[src/rtl/core/srsw_pkg.sv]
// ----------------------------------------------------------------------------
// srsw_pkg: shared types for the selective-repeat sender window
// Command codes, control states and the result beat layout.
// ----------------------------------------------------------------------------
package srsw_pkg;

	localparam int PORT_SEQ_W  = 16;
	localparam int PORT_DATA_W = 64;

	typedef enum logic [1:0] {
		CMD_SEND   = 2'd0,
		CMD_ACK    = 2'd1,
		CMD_EXPIRE = 2'd2
	} cmd_t;

	typedef enum logic [2:0] {
		ST_IDLE,
		ST_SLOT,
		ST_EVAL,
		ST_SLIDE,
		ST_READ,
		ST_DONE
	} state_t;

	typedef struct packed {
		logic                   accepted;
		logic                   transmit;
		logic [PORT_SEQ_W-1:0]  tx_seq;
		logic [PORT_DATA_W-1:0] tx_data;
		logic                   start_timer;
		logic                   stop_timer;
		logic [PORT_SEQ_W-1:0]  timer_seq;
	} result_t;

endpackage

[src/rtl/core/selective_repeat_sender_window.sv]
// ----------------------------------------------------------------------------
// selective_repeat_sender_window: selective-repeat ARQ sender
// Buffers unacknowledged words, tracks ACK marks, base and next sequence
// numbers, and answers each event beat with one result beat.
// ----------------------------------------------------------------------------
//  channel | handshake           | payload
//  --------+---------------------+---------------------------------------------
//  in      | in_valid / in_ready | command, data_word, ack_seq, ack_intact,
//          |                     | expired_seq
//  out     | out_valid/out_ready | accepted, transmit, tx_seq, tx_data,
//          |                     | start_timer, stop_timer, timer_seq,
//          |                     | window_full, window_base
//
//  Path per beat, the same for any BUF_DEPTH: send, bad ACK and unused code
//    pass idle, eval and done; an intact ACK or a timeout adds the slot
//    lookup, an ACK at the base adds the slide over each acked slot, and a
//    resent timeout adds a buffer read. The lookup is registered at any depth.
//  One event in flight; in_ready is high in idle even while a result waits.
//  Reset clears base, next, full flag and all ACK marks at once; the payload
//  buffer needs no clearing (a slot is read only after a send wrote it).
//  A stalled output holds the finished event in the done state.
// ----------------------------------------------------------------------------
module selective_repeat_sender_window
	import srsw_pkg::*;
#(
	parameter int WINDOW    = 4,
	parameter int BUF_DEPTH = 8,
	parameter int SEQ_BITS  = 16,
	parameter int DATA_BITS = 64
) (
	input  logic                   clk,
	input  logic                   arst_n,
	input  logic                   in_valid,
	output logic                   in_ready,
	input  logic [1:0]             command,
	input  logic [PORT_DATA_W-1:0] data_word,
	input  logic [PORT_SEQ_W-1:0]  ack_seq,
	input  logic                   ack_intact,
	input  logic [PORT_SEQ_W-1:0]  expired_seq,
	output logic                   out_valid,
	input  logic                   out_ready,
	output logic                   accepted,
	output logic                   transmit,
	output logic [PORT_SEQ_W-1:0]  tx_seq,
	output logic [PORT_DATA_W-1:0] tx_data,
	output logic                   start_timer,
	output logic                   stop_timer,
	output logic [PORT_SEQ_W-1:0]  timer_seq,
	output logic                   window_full,
	output logic [PORT_SEQ_W-1:0]  window_base
);

	localparam int SLOT_W = $clog2(BUF_DEPTH);
	// wide enough for any outstanding count and for WINDOW itself
	localparam int CMPW   = SEQ_BITS + 6;
	localparam logic [CMPW-1:0] WIN_C = CMPW'(WINDOW);

	// window state
	logic [SEQ_BITS-1:0]  base_q, next_q;
	logic [SLOT_W-1:0]    base_slot_q, next_slot_q;
	logic                 full_q;
	logic [BUF_DEPTH-1:0] acked_q;

	// event held while it is worked on
	state_t               state_q, state_d;
	logic [1:0]           cmd_q;
	logic [DATA_BITS-1:0] data_q;
	logic [SEQ_BITS-1:0]  seq_q;
	logic                 intact_q;
	result_t              res_q;

	// output register
	result_t              out_q;
	logic                 out_valid_q;
	logic                 out_full_q;
	logic [SEQ_BITS-1:0]  out_base_q;

	// control
	logic                 need_slot, in_fire, slot_start, slot_done, out_load;
	logic [SLOT_W-1:0]    slot_res;
	logic                 mem_we, mem_re;
	logic [DATA_BITS-1:0] mem_rdata;
	logic [SEQ_BITS-1:0]  outs, off, outs_inc;
	logic                 in_win, can_send, full_set, mark_hit;
	logic                 ack_base, ack_other, exp_ok, slide_go;

	// next slot tracks seq+1 without a divider: a sequence wrap restarts at 0
	function automatic logic [SLOT_W-1:0] inc_slot(input logic [SEQ_BITS-1:0] s,
		input logic [SLOT_W-1:0] sl);
		logic [SLOT_W-1:0] r;
		if (s == '1) begin
			r = '0;
		end else if (sl == SLOT_W'(BUF_DEPTH - 1)) begin
			r = '0;
		end else begin
			r = sl + 1'b1;
		end
		return r;
	endfunction

	srsw_slot #(
		.BUF_DEPTH(BUF_DEPTH),
		.SEQ_BITS (SEQ_BITS)
	) u_slot (
		.clk      (clk),
		.arst_n   (arst_n),
		.start    (slot_start),
		.seq      ((command == CMD_EXPIRE) ? SEQ_BITS'(expired_seq) : SEQ_BITS'(ack_seq)),
		.base     (base_q),
		.base_slot(base_slot_q),
		.done     (slot_done),
		.slot     (slot_res)
	);

	// sends write, timeouts read; one event at a time, so no same-slot overlap
	srsw_buf #(
		.DEPTH(BUF_DEPTH),
		.WIDTH(DATA_BITS)
	) u_buf (
		.clk  (clk),
		.we   (mem_we),
		.waddr(next_slot_q),
		.wdata(data_q),
		.re   (mem_re),
		.raddr(slot_res),
		.rdata(mem_rdata)
	);

	// --- modular window checks ---
	always_comb begin
		outs      = next_q - base_q;
		off       = seq_q - base_q;
		outs_inc  = outs + 1'b1;
		in_win    = off < outs;
		can_send  = !full_q && (CMPW'(outs) < WIN_C);
		full_set  = CMPW'(outs_inc) >= WIN_C;
		mark_hit  = acked_q[slot_res];
		ack_base  = (cmd_q == CMD_ACK) && intact_q && in_win && (off == '0);
		ack_other = (cmd_q == CMD_ACK) && intact_q && in_win && (off != '0) && !mark_hit;
		exp_ok    = (cmd_q == CMD_EXPIRE) && in_win && !mark_hit;
		slide_go  = (base_q != next_q) && acked_q[base_slot_q];
		need_slot = ((command == CMD_ACK) && ack_intact) || (command == CMD_EXPIRE);
	end

	// --- next state ---
	always_comb begin
		state_d = state_q;
		unique case (state_q)
			ST_IDLE: begin
				if (in_valid) begin
					state_d = need_slot ? ST_SLOT : ST_EVAL;
				end
			end
			ST_SLOT: begin
				if (slot_done) begin
					state_d = ST_EVAL;
				end
			end
			ST_EVAL: begin
				if (ack_base) begin
					state_d = ST_SLIDE;
				end else if (exp_ok) begin
					state_d = ST_READ;
				end else begin
					state_d = ST_DONE;
				end
			end
			ST_SLIDE: begin
				if (!slide_go) begin
					state_d = ST_DONE;
				end
			end
			ST_READ: begin
				state_d = ST_DONE;
			end
			ST_DONE: begin
				if (!out_valid_q || out_ready) begin
					state_d = ST_IDLE;
				end
			end
			default: begin
				state_d = ST_IDLE;
			end
		endcase
	end

	// --- control outputs ---
	always_comb begin
		in_ready   = (state_q == ST_IDLE);
		in_fire    = in_valid && in_ready;
		slot_start = in_fire && need_slot;
		mem_we     = (state_q == ST_EVAL) && (cmd_q == CMD_SEND) && can_send;
		mem_re     = (state_q == ST_EVAL) && exp_ok;
		out_load   = (state_q == ST_DONE) && (!out_valid_q || out_ready);
	end

	// --- state and window registers ---
	always_ff @(posedge clk or negedge arst_n) begin
		if (!arst_n) begin
			state_q     <= ST_IDLE;
			base_q      <= '0;
			next_q      <= '0;
			base_slot_q <= '0;
			next_slot_q <= '0;
			full_q      <= 1'b0;
			acked_q     <= '0;
			out_valid_q <= 1'b0;
		end else begin
			state_q <= state_d;
			if (state_q == ST_EVAL) begin
				unique case (cmd_q)
					CMD_SEND: begin
						if (can_send) begin
							acked_q[next_slot_q] <= 1'b0;
							next_q               <= next_q + 1'b1;
							next_slot_q          <= inc_slot(next_q, next_slot_q);
							if (full_set) begin
								full_q <= 1'b1;
							end
						end
					end
					CMD_ACK: begin
						if (ack_base || ack_other) begin
							acked_q[slot_res] <= 1'b1;
						end
					end
					default: begin
					end
				endcase
			end
			// base slides one slot per cycle over consecutive marks
			if (state_q == ST_SLIDE) begin
				if (slide_go) begin
					acked_q[base_slot_q] <= 1'b0;
					base_q               <= base_q + 1'b1;
					base_slot_q          <= inc_slot(base_q, base_slot_q);
				end else begin
					full_q <= 1'b0;
				end
			end
			if (out_load) begin
				out_valid_q <= 1'b1;
			end else if (out_ready) begin
				out_valid_q <= 1'b0;
			end
		end
	end

	// --- event and result payload ---
	always_ff @(posedge clk) begin
		if (in_fire) begin
			cmd_q    <= command;
			data_q   <= DATA_BITS'(data_word);
			seq_q    <= (command == CMD_EXPIRE) ? SEQ_BITS'(expired_seq)
				: SEQ_BITS'(ack_seq);
			intact_q <= ack_intact;
			res_q    <= '0;
		end
		if (state_q == ST_EVAL) begin
			if (mem_we) begin
				res_q.accepted    <= 1'b1;
				res_q.transmit    <= 1'b1;
				res_q.tx_seq      <= PORT_SEQ_W'(next_q);
				res_q.tx_data     <= PORT_DATA_W'(data_q);
				res_q.start_timer <= 1'b1;
				res_q.timer_seq   <= PORT_SEQ_W'(next_q);
			end
			if (ack_base || ack_other) begin
				res_q.stop_timer <= 1'b1;
				res_q.timer_seq  <= PORT_SEQ_W'(seq_q);
			end
			// retransmit: restart the timer with stop and start together
			if (exp_ok) begin
				res_q.transmit    <= 1'b1;
				res_q.tx_seq      <= PORT_SEQ_W'(seq_q);
				res_q.start_timer <= 1'b1;
				res_q.stop_timer  <= 1'b1;
				res_q.timer_seq   <= PORT_SEQ_W'(seq_q);
			end
		end
		if (state_q == ST_READ) begin
			res_q.tx_data <= PORT_DATA_W'(mem_rdata);
		end
		if (out_load) begin
			out_q      <= res_q;
			out_full_q <= full_q;
			out_base_q <= base_q;
		end
	end

	assign out_valid   = out_valid_q;
	assign accepted    = out_q.accepted;
	assign transmit    = out_q.transmit;
	assign tx_seq      = out_q.tx_seq;
	assign tx_data     = out_q.tx_data;
	assign start_timer = out_q.start_timer;
	assign stop_timer  = out_q.stop_timer;
	assign timer_seq   = out_q.timer_seq;
	assign window_full = out_full_q;
	assign window_base = PORT_SEQ_W'(out_base_q);

	a_outs_cap: assert property (@(posedge clk) disable iff (!arst_n)
		CMPW'(outs) <= WIN_C || WIN_C > CMPW'({SEQ_BITS{1'b1}}))
		else $error("more packets outstanding than the window allows");

	a_full_means_window: assert property (@(posedge clk) disable iff (!arst_n)
		(full_q && state_q != ST_SLIDE) |-> CMPW'(outs) == WIN_C)
		else $error("full flag set with room in the window");

	a_result_from_done: assert property (@(posedge clk) disable iff (!arst_n)
		$rose(out_valid_q) |-> $past(state_q == ST_DONE))
		else $error("result loaded outside the done state");

endmodule

[src/rtl/core/srsw_slot.sv]
// ----------------------------------------------------------------------------
// srsw_slot: sequence number to buffer slot
// Slot = seq mod BUF_DEPTH, registered when start is high. Power-of-two
// depth: low bits. Other depths: built from the offset to the window base.
// ----------------------------------------------------------------------------
module srsw_slot
	import srsw_pkg::*;
#(
	parameter int BUF_DEPTH = 8,
	parameter int SEQ_BITS  = 16
) (
	input  logic                         clk,
	input  logic                         arst_n,
	input  logic                         start,
	input  logic [SEQ_BITS-1:0]          seq,
	input  logic [SEQ_BITS-1:0]          base,
	input  logic [$clog2(BUF_DEPTH)-1:0] base_slot,
	output logic                         done,
	output logic [$clog2(BUF_DEPTH)-1:0] slot
);

	localparam int SLOT_W  = $clog2(BUF_DEPTH);
	localparam int SMALL_W = 7;
	localparam bit POW2    = (BUF_DEPTH & (BUF_DEPTH - 1)) == 0;

	logic [SLOT_W-1:0]   rem_q;
	logic                done_q;
	logic [SEQ_BITS-1:0] off;
	logic [SMALL_W-1:0]  x_lo;
	logic [SLOT_W-1:0]   slot_d;

	// x mod BUF_DEPTH for x below 128, a constant table
	function automatic logic [SLOT_W-1:0] mod_small(input logic [SMALL_W-1:0] x);
		logic [SLOT_W-1:0] r;
		r = '0;
		for (int i = 0; i < (1 << SMALL_W); i++) begin
			if (x == SMALL_W'(i)) begin
				r = SLOT_W'(i % BUF_DEPTH);
			end
		end
		return r;
	endfunction

	// inside the window the offset is below 32, so base_slot + offset < 96;
	// past the sequence wrap seq itself is below the offset
	always_comb begin
		off  = seq - base;
		x_lo = (seq < base) ? SMALL_W'(seq) : SMALL_W'(base_slot) + SMALL_W'(off);
		if (POW2) begin
			slot_d = SLOT_W'(seq);
		end else begin
			slot_d = mod_small(x_lo);
		end
	end

	always_ff @(posedge clk or negedge arst_n) begin
		if (!arst_n) begin
			rem_q  <= '0;
			done_q <= 1'b0;
		end else begin
			done_q <= start;
			if (start) begin
				rem_q <= slot_d;
			end
		end
	end

	assign done = done_q;
	assign slot = rem_q;

	a_slot_range: assert property (@(posedge clk) disable iff (!arst_n)
		done |-> {1'b0, slot} < (SLOT_W+1)'(BUF_DEPTH))
		else $error("slot out of buffer range");

	a_done_follows_start: assert property (@(posedge clk) disable iff (!arst_n)
		done |-> $past(start))
		else $error("slot done without a start");

endmodule

[src/rtl/core/srsw_buf.sv]
// ----------------------------------------------------------------------------
// srsw_buf: payload buffer
// One write port, one read port, registered read data.
// ----------------------------------------------------------------------------
module srsw_buf
	import srsw_pkg::*;
#(
	parameter int DEPTH = 8,
	parameter int WIDTH = 64
) (
	input  logic                     clk,
	input  logic                     we,
	input  logic [$clog2(DEPTH)-1:0] waddr,
	input  logic [WIDTH-1:0]         wdata,
	input  logic                     re,
	input  logic [$clog2(DEPTH)-1:0] raddr,
	output logic [WIDTH-1:0]         rdata
);

	logic [WIDTH-1:0] mem_q [DEPTH];
	logic [WIDTH-1:0] rdata_q;

	always_ff @(posedge clk) begin
		if (we) begin
			mem_q[waddr] <= wdata;
		end
		if (re) begin
			rdata_q <= mem_q[raddr];
		end
	end

	assign rdata = rdata_q;

endmodule

[config.mk]
export PLATFORM = sky130hd
export DESIGN_NAME = selective_repeat_sender_window
export DESIGN_NICKNAME = d
export VERILOG_FILES = /design/src/rtl/core/srsw_pkg.sv /design/src/rtl/core/selective_repeat_sender_window.sv /design/src/rtl/core/srsw_slot.sv /design/src/rtl/core/srsw_buf.sv
export SDC_FILE = /design/constraint.sdc
export NUM_CORES = 1
export LEC_CHECK = 0
export ABC_AREA = 1
export BUFFER_PORTS_ARGS = -buffer_cell sky130_fd_sc_hd__buf_2
export CORE_ASPECT_RATIO = 0.8
export CORE_MARGIN = 2
export CORE_UTILIZATION = 40
export DETAILED_ROUTE_END_ITERATION = 8
export HOLD_SLACK_MARGIN = 0.08
export PLACE_DENSITY_LB_ADDON = 0.12
export SLEW_MARGIN = 20
export SYNTH_ARGS = -nofsm -noshare
export SYNTH_HDL_FRONTEND = slang
export SYNTH_SLANG_ARGS = --single-unit
[constraint.sdc]
create_clock -name clk -period 9.95 [get_ports clk]
set_input_delay 0.4975 -clock clk [delete_from_list [all_inputs] [get_ports clk]]
set_output_delay 0.4975 -clock clk [all_outputs]
set_load 0.1 [all_outputs]
==> results of run 1 <==
==> layer usage <==
layer | track usage | wire (µm)
met5 | 0 | 0
met4 | 0.0428 | 1590
met3 | 0.0311 | 5640
met2 | 0.343 | 46700
met1 | 0.325 | 49500
==> stage by stage <==
| stage | util | instance area (µm²) | worst slack, ps | hold slack [ps] |
|---|---|---|---|---|
| after CTS | 0.475 | 43200 | 4210 | 80.3 |
| after global routing | 0.475 | 43200 | 3860 | 102 |
| final | 0.475 | 43200 | 4300 | 130 |
| after global placement | 0.430 | 39100 | 4290 | 416 |
| after floorplan | - | 36600 | 1080 | 202 |
| after detailed placement | 0.430 | 39100 | 4260 | 417 |
==> flip-flops by register name, summed over array words and instances, names as in the netlist, 64 cells and up <==
register and flops:
data_q 64, u_buf.mem_q 512, res_q 100, tx_data 64, u_buf.rdata 64
==> cells by family (layout without fill, tap and decap cells) <==
group / count (synthesis) / count (layout) / share of synthesized area
DFF: 931 / 931 / 0.728
buffers and inverters: 320 / 721 / 0.0349
and+or+nand+nor: 1035 / 1035 / 0.124
xor gates and xnor gates: 45 / 45 / 0.0116
adders and majority gates: 52 / 52 / 0.0182
AOI/OAI and AO/OA: 460 / 460 / 0.0831
==> cell type report <==
class,instances,area (µm²),area share
Clock inverter,52,576,0.0133
Clock buffer,130,2690,0.0623
Timing Repair Buffer,337,2200,0.0508
Sequential cell,931,26700,0.617
Inverter,202,769,0.0178
Tap cell,1212,1520,0.0351
Multi-Input combinational cell,1592,8780,0.203
==> critical path, stage by stage (launching register included) <==
cell and delay, ps:
dfrtp_1 430, inv_1 190, ha_1 170, inv_1 80, fa_1 440, nand3_1 100, nand3_1 120, nand2_1 90
nand2_1 80, nand4_1 120, nand3_1 80, nand2_1 110, inv_1 70, ha_1 280, nand2_1 80, inv_1 40
a221oi_1 280, nand2_1 140, a21oi_4 340, nand3_2 550, clkinv_2 630, buf_4 770
==> report_power, final <==
part	switching, µW	internal, µW	leakage [µW]
combinational	2250	955	0.00578
clock	1520	2170	0.00161
sequential	368	4860	0.00861
total	4140	7980	0.0160
==> Yosys cell counts (8+ instances only) <==
cell      count  area, µm²
dfxtp_1     100       2000
clkbuf_1     67        251
a22oi_1      91        683
a221oi_1     48        420
ha_1         50        626
buf_1        21       78.8
a22o_1       40        350
nor4_1       16        100
nor2_1      155        582
a31oi_1      66        413
xor2_1       37        324
nor3_1       25        125
a21oi_1     117        586
o21ai_0      41        205
buf_2        19       95.1
nand4_1      92        576
dfrtp_1      55       1380
inv_1       193        724
nand2_2      10       62.6
o22ai_1      43        269
nand2_1     563       2110
edfxtp_1    776      23300
buf_4         8       60.1
nand3_1     147        736
==> timing repair <==
item	in CTS	in global routing
setup buffers	0	0
endpoints found under the hold margin	129	0
hold buffers	80	0
==> placed cells by master, fill, tap and decap left out, drive strengths merged, types with 10 or more instances in the layout <==
cell,count
inv,206
clkinv,36
a22o,40
dfrtp,55
nor3,27
xor2,38
nor4,16
ha,50
a21oi,119
a221oi,48
edfxtp,776
clkbuf,130
bufinv,10
dfxtp,100
o22ai,43
nand4,93
nand2,575
a22oi,91
buf,257
dlygate4sd3,80
a31oi,66
nand3,154
o21ai,42
nor2,160
==> worst min-delay path by stage <==
stage / startpoint / endpoint / slack, ps / depth (start not counted)
2_1_floorplan: arst_n / acked_q[0] / 200 / 0
3_3_place_gp: res_q[36] / tx_data[18] / 420 / 0
3_5_place_dp: res_q[64] / tx_data[46] / 420 / 0
4_1_cts: expired_seq[12] / seq_q[12] / 80 / 3
5_1_grt: expired_seq[12] / seq_q[12] / 100 / 3
6_report: ack_seq[7] / seq_q[7] / 130 / 3
==> results.toml, run 1 <==
[status]
status = "finished clean"

[setup_path]
r2r_end = "u_buf.rdata[46]"
worstRegToRegCells = 21
required_ps = 10240
cp-start-kind = "register"
rrSetupSlack_ps = 4300
crit_path_end_kind = "register"
crit_fanout = 43
startpoint = "next_q[0]"
arrival_ps = 5930
critPathCapture = "u_buf.rdata[46]"
critPathKind = "register to register"
reg2reg_from = "next_q[0]"

[synth]
ys_types = 50
seq_area_frac_synth = 0.728
avgSynthCellArea_um2 = 12.9
syn_inst = 2843
synth-edff-count = 776
synth_area_mm2 = 0.0366
synthArstFlopShare = 0.0591
yosysWarnings = 0
synth_ff_type = "edfxtp_1"
syn-num-nets = 2998
ys_ff_latch = 931

[power]
p_total_uw = 12100
p_leak_uw = 0.0160
power.density_mw_per_mm2 = 281
ir_worst_vdd_mv = 0.146

[place]
place_inst = 4193
place_congestion = 0.917
dp_hpwl_um = 59600
portBuffers = 221

[clock_network]
clk_transition_reported_paths_ps = 60
cts_buffers = 96
cts_resized = 0
clk_path_buf_depth = 3
cts_tree = "built"
cts_max_level = 3
clock_sinks = 931
insertion_delay_ps = 670
clockRootBuffer = "clkbuf_16"

[floorplan]
core-area_mm2 = 0.0909
die-area_mm2 = 0.0940
start_util = 0.403
io_pins = 222
die_w_um = 342
rows = 99
dieHeight_um = 275

[timing]
layout_min_cycle_time_ps = 5650
finalHoldViolCount = 0
relSlewSlack = 0.258
fmax_mhz = 177
worst_pin_slew_ps = 1110
rsz0062_at_grt = "false"
setup_violations = 0
finalCritPeriodShare = 0.567
clock_skew_ps = 32.5
slew_viol_final = 0
finalSetupTns_ps = 0

[global_route]
grtUsageTotal = 0.218
grt_max_degree = 77
first_global_vias = 23380
antenna_found_initial = 2
grt_pass1_wl_um = 153000
grt-ovfl-total = 0

[detailed_routing]
wl_um = 103000
first_iter_violations = 2037
vias_per_cell = 5.35
dr_total_vias = 23852
wl_per_cell_um = 23.2
drt_pass1_iterations = 6
drcViolationCount = 0
ant_nets = 0

[finish]
fill_cells = 8107
n_antenna_cell = 0
final_cells = 4456
drive_gt1_frac = 0.145
syn_to_final_growth_pct = 18.0
fin_nets = 3315

[job]
maxCapViolCount = 0

[hold_path]
hp-class = "primary input to register"
Power figures use the tool's default switching activity.
==> run 2: changes to the inputs <==
clock period = 5.7 ns   (was 9.95 ns; I/O delays follow)
==> run 2 against run 1 <==
  * Sequential share of layout area fell by 0.34 points
  * Power up 72%
  * Clock power grew 66%
  * Flip-flop and latch count unchanged
  * Register-to-register slack got worse by 3300 ps
  * Hold slack got worse by 2.2 ps
==> results.toml, run 2 (synthesized netlist as in run 1, its figures left out) <==
[finish]
fill_cells = 8080
final_common_cell = "edfxtp_1"
fin_nets = 3341
top_register = "u_buf.mem_q"
drive_gt1_frac = 0.144
syn_to_final_growth_pct = 18.6
n_antenna_cell = 0
final_cell_mix = "776 x edfxtp_1, 563 x nand2_1, 221 x buf_2"
largestRegisters = "u_buf.mem_q x512, res_q x100"
largest_reg_flops = 512

[hold_path]
hold_start = "in_valid"
holdPathStages = 4
hp-class = "primary input to register"
holdPathEnd = "state_q[0]"

[global_route]
first_global_vias = 23810
grt_pass1_wl_um = 152000
grtUsageTotal = 0.216
grt-ovfl-total = 0
antenna_found_initial = 3
grt_max_degree = 70

[detailed_routing]
drt_pass1_iterations = 5
wl_per_cell_um = 22.8
dr_total_vias = 23945
drcViolationCount = 0
first_iter_violations = 1902
ant_nets = 0
wl_um = 102000
vias_per_cell = 5.35

[setup_path]
crit_fanout = 64
arrival_ps = 4980
rrSetupSlack_ps = 1010
required_ps = 5990
worstRegToRegCells = 22
crit_path_end_kind = "register"
r2r_end = "u_buf.rdata[11]"
reg2reg_from = "next_q[0]"
cp-start-kind = "register"
critPathKind = "register to register"

[timing]
hold-worst-slack_ps = 128
worst_slack_ps = 1010
finalSetupTns_ps = 0
fmax_mhz = 213
setup_violations = 0
rsz0062_at_grt = "false"
finalCritPeriodShare = 0.823
slew_viol_final = 0
finalHoldViolCount = 0
layout_min_cycle_time_ps = 4690
worst_pin_slew_ps = 1080
clock_skew_ps = 28.4
relSlewSlack = 0.283

[job]
maxCapViolCount = 0

[clock_network]
clockRootBuffer = "clkbuf_16"
cts_max_level = 3
cts_buffers = 95
insertion_delay_ps = 670
cts_tree = "built"
clk_path_buf_depth = 3
clk_transition_reported_paths_ps = 60
cts_setup_buffers = 0
clock_sinks = 931
cts_resized = 0
hold_buffers = 102

[floorplan]
die_w_um = 342
start_util = 0.403
die-area_mm2 = 0.0940
dieHeight_um = 275
core-area_mm2 = 0.0909
rows = 99
io_pins = 222

[power]
p_total_uw = 20800
power.density_mw_per_mm2 = 480
p_leak_uw = 0.0161
ir_worst_vdd_mv = 0.236

[place]
portBuffers = 221
place_congestion = 0.903
dp_hpwl_um = 60700
place_ws_ps = 1070

[status]
status = "finished clean"
run 2: routing by layer:
layer | wire, µm | track usage | up-vias
met5 | 11 | 0 | -
met1 | 49000 | 0.319 | 12056
met2 | 46100 | 0.339 | 642
met4 | 1910 | 0.0526 | 2
met3 | 4930 | 0.0281 | 137
li1 | - | - | 11108
run 2: power by group:
group          internal [µW]  switching (µW)
Clock                   3480            2650
Sequential              8480             649
Combinational           1670            3910
run 2: worst max-delay path, cell delays in order, from the launching register on:
cell and delay [ps]:
dfrtp_1 430, inv_1 170, ha_1 170, inv_1 80
fa_1 440, nand3_1 100, nand3_1 140, nand2_1 100
nand2_1 90, nand4_1 130, nand3_1 90, nand2_1 120
inv_1 80, ha_1 290, nand2_1 90, inv_1 40
a221oi_1 280, nand2_1 140, a21oi_4 380, nand3_2 120
buf_4 260, clkinv_2 90, buf_12 370
run 2: per-stage QoR:
| stage | instances | util | area, µm² |
|---|---|---|---|
| after global routing | 4479 | 0.478 | 43500 |
| after CTS | 4479 | 0.478 | 43500 |
| after global placement | 4199 | 0.432 | 39300 |
| after detailed placement | 4199 | 0.432 | 39300 |
| after floorplan | 2843 | - | 36700 |
| final | 4479 | 0.478 | 43500 |
run 2: cell type report:
type	count	area (µm²)	area share
inverter	202	767	0.0176
clock buffer	140	2800	0.0644
tap	1212	1520	0.0349
timing repair buffer	364	2570	0.0592
sequential	931	26700	0.614
multi-input combinational	1592	8800	0.203
clock inverter	38	319	0.00734
run 2: worst max path at each step:
stage / cells after the start / endpoint / slack (ps) / from
finish: 22 / u_buf.rdata[11] / 1010 / next_q[0]
global route: 22 / u_buf.rdata[11] / 680 / next_q[0]
CTS: 22 / u_buf.rdata[23] / 1040 / next_q[0]
detailed placement: 22 / u_buf.rdata[13] / 1070 / next_q[0]
global placement: 22 / u_buf.rdata[13] / 1100 / next_q[0]
floorplan: 19 / u_buf.mem_q[0][0] / 80 / next_q[0]
